<file path="src/lfk_pkg.sv">
`timescale 1ns / 1ps
`default_nettype none
package lfk_pkg;
    localparam int CORDIC_STAGES = 16;
    localparam int NS = (CORDIC_STAGES > 24) ? 24 : CORDIC_STAGES;
    localparam int CW = 36;
    localparam logic signed [CW-1:0] PI_Q30 = 36'sd3373259426;
    localparam logic signed [CW-1:0] HALF_PI_Q30 = 36'sd1686629713;
    localparam logic signed [CW-1:0] TWO_PI_Q30 = 36'sd6746518852;
    localparam logic signed [CW-1:0] GAIN_Q30 = 36'sd652032874;
    localparam logic signed [21:0] OUT_MAX = 22'sd1048575;
    localparam logic signed [21:0] OUT_MIN = -22'sd1048576;

    localparam logic [2:0] REG_ABAD = 3'd0;
    localparam logic [2:0] REG_HIP = 3'd1;
    localparam logic [2:0] REG_KNEE = 3'd2;
    localparam logic [2:0] REG_SIDE = 3'd3;
    localparam logic [2:0] REG_MIRROR = 3'd4;
    localparam logic [2:0] REG_OFFX = 3'd5;
    localparam logic [2:0] REG_OFFY = 3'd6;
    localparam logic [2:0] REG_OFFZ = 3'd7;

    function automatic logic signed [CW-1:0] atan_q30(input int i);
        case (i)
            0: atan_q30 = 36'sd843314856;
            1: atan_q30 = 36'sd497837829;
            2: atan_q30 = 36'sd263043836;
            3: atan_q30 = 36'sd133525158;
            4: atan_q30 = 36'sd67021686;
            5: atan_q30 = 36'sd33543515;
            6: atan_q30 = 36'sd16775850;
            7: atan_q30 = 36'sd8388437;
            8: atan_q30 = 36'sd4194282;
            9: atan_q30 = 36'sd2097149;
            10: atan_q30 = 36'sd1048575;
            11: atan_q30 = 36'sd524287;
            12: atan_q30 = 36'sd262143;
            13: atan_q30 = 36'sd131071;
            14: atan_q30 = 36'sd65535;
            15: atan_q30 = 36'sd32767;
            16: atan_q30 = 36'sd16383;
            17: atan_q30 = 36'sd8191;
            18: atan_q30 = 36'sd4095;
            19: atan_q30 = 36'sd2047;
            20: atan_q30 = 36'sd1023;
            21: atan_q30 = 36'sd511;
            22: atan_q30 = 36'sd255;
            23: atan_q30 = 36'sd127;
            default: atan_q30 = '0;
        endcase
    endfunction

    // classified item handed from front to the CORDIC
    typedef struct packed {
        logic                 body;
        logic signed [CW-1:0] t1;
        logic signed [CW-1:0] t2;
        logic signed [CW-1:0] t23;
        logic                 n1;
        logic                 n2;
        logic                 n23;
    } t_item;

    // sin and cos at 2^-16; a full unit (65536) needs the 18th bit
    typedef struct packed {
        logic signed [17:0] s1;
        logic signed [17:0] c1;
        logic signed [17:0] s2;
        logic signed [17:0] c2;
        logic signed [17:0] s23;
        logic signed [17:0] c23;
        logic               body;
    } t_trig;

    // wrap a Q30 angle (|t| < 3*pi) into (-pi, pi], then fold to +-pi/2
    function automatic logic [CW:0] fold(input logic signed [CW-1:0] t0);
        logic signed [CW-1:0] t;
        logic neg;
        t = t0;
        neg = 1'b0;
        if (t > PI_Q30) t = t - TWO_PI_Q30;
        else if (t <= -PI_Q30) t = t + TWO_PI_Q30;
        if (t > HALF_PI_Q30) begin
            t = t - PI_Q30;
            neg = 1'b1;
        end else if (t < -HALF_PI_Q30) begin
            t = t + PI_Q30;
            neg = 1'b1;
        end
        fold = {neg, t};
    endfunction
endpackage
`default_nettype wire

</file>
<file path="src/lfk_front.sv">
`timescale 1ns / 1ps
`default_nettype none
module lfk_front import lfk_pkg::*; (
    input  wire logic               i_clk,
    input  wire logic               i_rst_n,
    input  wire logic               i_valid,
    input  wire logic               i_action,
    input  wire logic signed [15:0] i_angle_abad,
    input  wire logic signed [15:0] i_angle_hip,
    input  wire logic signed [15:0] i_angle_knee,
    output logic                    o_valid,
    output t_item                   o_item
);
    logic signed [CW-1:0] w_t1, w_t2, w_t23;
    logic [CW:0] w_f1, w_f2, w_f23;
    t_item n_item;
    logic r_valid;
    t_item r_item;

    // scale to Q30
    assign w_t1 = CW'(i_angle_abad) <<< 17;
    assign w_t2 = CW'(i_angle_hip) <<< 17;
    assign w_t23 = (CW'(i_angle_hip) + CW'(i_angle_knee)) <<< 17;

    always_comb begin
        w_f1 = fold(w_t1);
        w_f2 = fold(w_t2);
        w_f23 = fold(w_t23);
        n_item.body = i_action;
        n_item.t1 = w_f1[CW-1:0];
        n_item.n1 = w_f1[CW];
        n_item.t2 = w_f2[CW-1:0];
        n_item.n2 = w_f2[CW];
        n_item.t23 = w_f23[CW-1:0];
        n_item.n23 = w_f23[CW];
    end

    always_ff @(posedge i_clk) begin
        if (!i_rst_n) r_valid <= 1'b0;
        else r_valid <= i_valid;
        r_item <= n_item;
    end

    assign o_valid = r_valid;
    assign o_item = r_item;
endmodule
`default_nettype wire

</file>
<file path="config.mk">
export PLATFORM = sky130hd
export DESIGN_NAME = lfk_front
export DESIGN_NICKNAME = d
export VERILOG_FILES = /design/src/lfk_pkg.sv /design/src/lfk_front.sv
export SDC_FILE = /design/constraint.sdc
export NUM_CORES = 1
export LEC_CHECK = 0
export CAP_MARGIN = 40
export CORE_MARGIN = 2
export CORE_UTILIZATION = 35
export DETAILED_ROUTE_END_ITERATION = 16
export DONT_BUFFER_PORTS = 1
export PLACE_DENSITY = 0.51
export SYNTH_ARGS = -nofsm -noshare
export SYNTH_HDL_FRONTEND = slang
export SYNTH_SLANG_ARGS = --single-unit
</file>
<file path="constraint.sdc">
create_clock -name i_clk -period 7.2 [get_ports i_clk]
set_input_delay 0 -clock i_clk [delete_from_list [all_inputs] [get_ports i_clk]]
set_output_delay 0 -clock i_clk [all_outputs]
set_load 0.03 [all_outputs]
</file>
==> impl_metrics.csv <==
group,metric,value,unit
outcome,outcome,"complete, no violations",
yosys,synthArstFlopShare,0,%
worst_setup_path,crit_fanout,20,
sta,worstMarginPinSlew,0.921,ns
routing,drc,0,
cts,clock-sinks,92,
worst_setup_path,worst-setup-path-type,"in2reg",
pwr,p_total,2.89,mW
yosys,synthSimpleGateAreaFrac,20.4,%
routing,viasPerCell,5.79,
yosys,ys_seq_area_share,22.9,%
placement,post-dp-hpwl,17.9,mm
pwr,pwr_density_cell,338,nW/um^2
cts,clk_pin_slew,0.06,ns
placement,dp_slack,2.19,ns
floorplan,die_area,24200,um^2
worst_hold_path,min_path_type,"in2reg",
finish,fill_cells,2370,
finish,multi_input_area,5620,um^2
yosys,avgSynthCellArea,7.79,um^2
worst_setup_path,cp_slowest_stage_delay,0.70,ns
yosys,yosys_register_bits,92,
finish,drive_gt1_share,8.17,%
yosys,yosys.area_share.adder,4.92,%
placement,io_buffer_count,0,
yosys,synth_top_family_by_area,"compound AO/OA/AOI/OAI gates",
worst_setup_path,cp-end-kind,"flop",
floorplan,start_util,35.6,%
routing,drt_iter0_markers,507,
worst_setup_path,cpMaxStageDelayCell,"ha_1",
worst_setup_path,required,7.42,ns
routing,vias,7462,
placement,routabilityCongestion,0.845,
yosys,synth_flop_cell,"dfxtp_1",
yosys,yosysWarnings,0,
routing,ant_nets,0,
worst_setup_path,worstPathCellList,"dlygate4sd3_1, inv_1, ha_1, nand2b_1, a41o_1, a31oi_1, nor2_1, o31a_1, ha_1, o21a_1, xnor2_1, o32ai_1, a32oi_1, a211oi_1, o211ai_1, a211oi_1, o31ai_1, o22a_1, nand2_1, xnor2_1, dlygate4sd3_1, nand2_1, o21ai_0",
routing,routed_wl,23.5,mm
routing,wl_per_cell,18.2,um
placement,dpl.cell_count,1251,
floorplan,coreArea,22600,um^2
run,maxCapViolCount,0,
cts,cts_tree,"done",
cts,cts.path.max_buffers,2,
finish,stdcell_count,1289,
grt,overflow,0,
sta,fin_ws,1.64,ns
cts,cts_buffers,9,
routing,drt-pass1-iter-count,7,
pwr,irDropWorstVdd,0.000124,V
sta,slew_headroom,38.4,%
yosys,synthXorXnorAreaFrac,12.1,%
pwr,power_leakage,3.39,nW
grt,antenna_found_initial,0,
floorplan,num_io_pins,165,
sta,finalSetupTns,0,ns
floorplan,rows,55,
floorplan,die_x,156,um
finish,regArea,1840,um^2
worst_setup_path,startpoint_type,"input port",
sta,finalHoldViolations,0,
finish,nNetsFinal,1082,
grt,grt_pass1_vias,7022,
cts,cts.htree.levels,3,
finish,final_util,37.8,%
finish,area_growth,6.24,%
finish,antenna_cells,0,
sta,post-route-min-period,5.56,ns
finish,fin_area,8540,um^2
yosys,synth_area,8040,um^2
cts,cts-root-buf,"clkbuf_16",
yosys,synthCells,1032,
worst_setup_path,cp_data_arrival_time,5.78,ns
sta,finalCritPeriodShare,77.2,%
sta,maxSlewViolCount,0,
yosys,synth.area.mux_share,1.95,%
placement,place_area,8030,um^2
grt,grt_max_degree,25,
cts,cts_setup_buffers,0,
yosys,synth-edff-count,0,
floorplan,die_y,156,um
yosys,synth.distinct_cells,111,
sta,whs,0.0276,ns
sta,fmax,180,MHz
grt,grt_pass1_wl,38.0,mm
sta,grt_setup_unrepaired,"no",
sta,finalSetupViolCount,0,
grt,grt_use_total,19.3,%
yosys,synth-compound-area-share,30.4,%
-- synth_stat cells (5+ instances only) --
library cell	instances	area, um^2
nand3_1	34	170
xor2_1	33	289
o21ai_2	5	43.8
o21bai_1	7	52.6
clkbuf_1	28	105
nand4_1	5	31.3
mux2i_1	13	130
xnor2_2	6	97.6
nor2_1	80	300
o31a_1	7	61.3
a211o_1	8	70.1
nand3b_1	6	45.0
nor3_1	21	105
a21o_1	15	113
and2_1	10	62.6
xnor2_1	65	569
a22oi_1	5	37.5
or2_2	9	56.3
nand2b_1	22	138
o22ai_1	14	87.6
a211oi_1	15	113
inv_1	37	139
o211ai_1	10	75.1
buf_4	27	203
o31ai_1	8	60.1
and3_1	12	75.1
o21ai_1	7	35.0
a31oi_1	22	138
o21a_1	10	75.1
o21ai_0	50	250
ha_1	30	375
nand2_1	111	417
nor2b_1	7	43.8
buf_2	12	60.1
a21boi_0	6	45.0
a21oi_1	59	295
dfxtp_1	92	1840
-- worst max-delay path, delay by kind of cell --
family                     cells  cell delay [ns]
AOI/OAI and AO/OA             12             2.92
and+or+nand+nor                4             0.43
xor gates and xnor gates       2             0.28
buffers and inverters          3             1.22
adders and majority gates      2             0.93
-- flip-flops by register name, indices dropped and copies added, names as in the netlist --
signal / cells
o_valid: 1
o_item: 91
-- worst paths after layout --
| kind | from | endpoint | slack (ns) | depth (start not counted) |
|---|---|---|---|---|
| setup / recovery | i_angle_hip[0] | o_item[57]$_DFF_P_ | 1.64 | 23 |
| hold / removal | i_angle_hip[1] | o_item[57]$_DFF_P_ | 0.03 | 3 |
-- cells in the final DEF, fill, tap and decap left out, types with 21 or more instances in the layout --
cell / instances
nand2b_1: 22
xnor2_1: 65
a21oi_1: 59
inv_1: 37
a31oi_1: 22
nand2_1: 111
nor3_1: 21
dfxtp_1: 92
ha_1: 30
xor2_1: 33
nor2_1: 80
dlygate4sd3_1: 22
o21ai_0: 50
nand3_1: 34
-- cell type report --
type	instances	area share (%)
multi-input cells	826	65.8
flip-flops and latches	92	21.6
well taps	285	4.17
repair buffers	27	3.06
clock buffers	11	2.72
inverters	43	1.93
clock inverters	5	0.718
-- timing repair --
item,CTS,global route
setup endpoints to repair,0,0
hold endpoints to repair,21,0
resized for setup,0,0
hold buffers,22,0
-- metal layers --
metal,vias up,global-route usage (%),wire (um),share of wire [%]
met4,0,4.89,286,1.2
met5,-,0,0,0
li1,3643,-,-,-
met3,20,5.03,1720,7.3
met2,266,32.1,11000,47
met1,3533,25.0,10500,45
-- cells by family (layout without fill, tap and decap cells) --
kind of cell    count (synthesis)  after routing
mux                            15             15
flops                          92             92
other cells                     1              3
compound gates                329            329
xor+xnor                      105            105
fa+ha+maj                      31             31
simple gates                  343            343
buf+inv                       116             86
-- where the power goes --
group | switching [mW] | total, mW | internal [mW]
Sequential | 0.503 | 1.20 | 0.702
Combinational | 0.730 | 1.21 | 0.475
Clock | 0.206 | 0.476 | 0.271
Note: power is estimated with default switching activity, not from simulation.
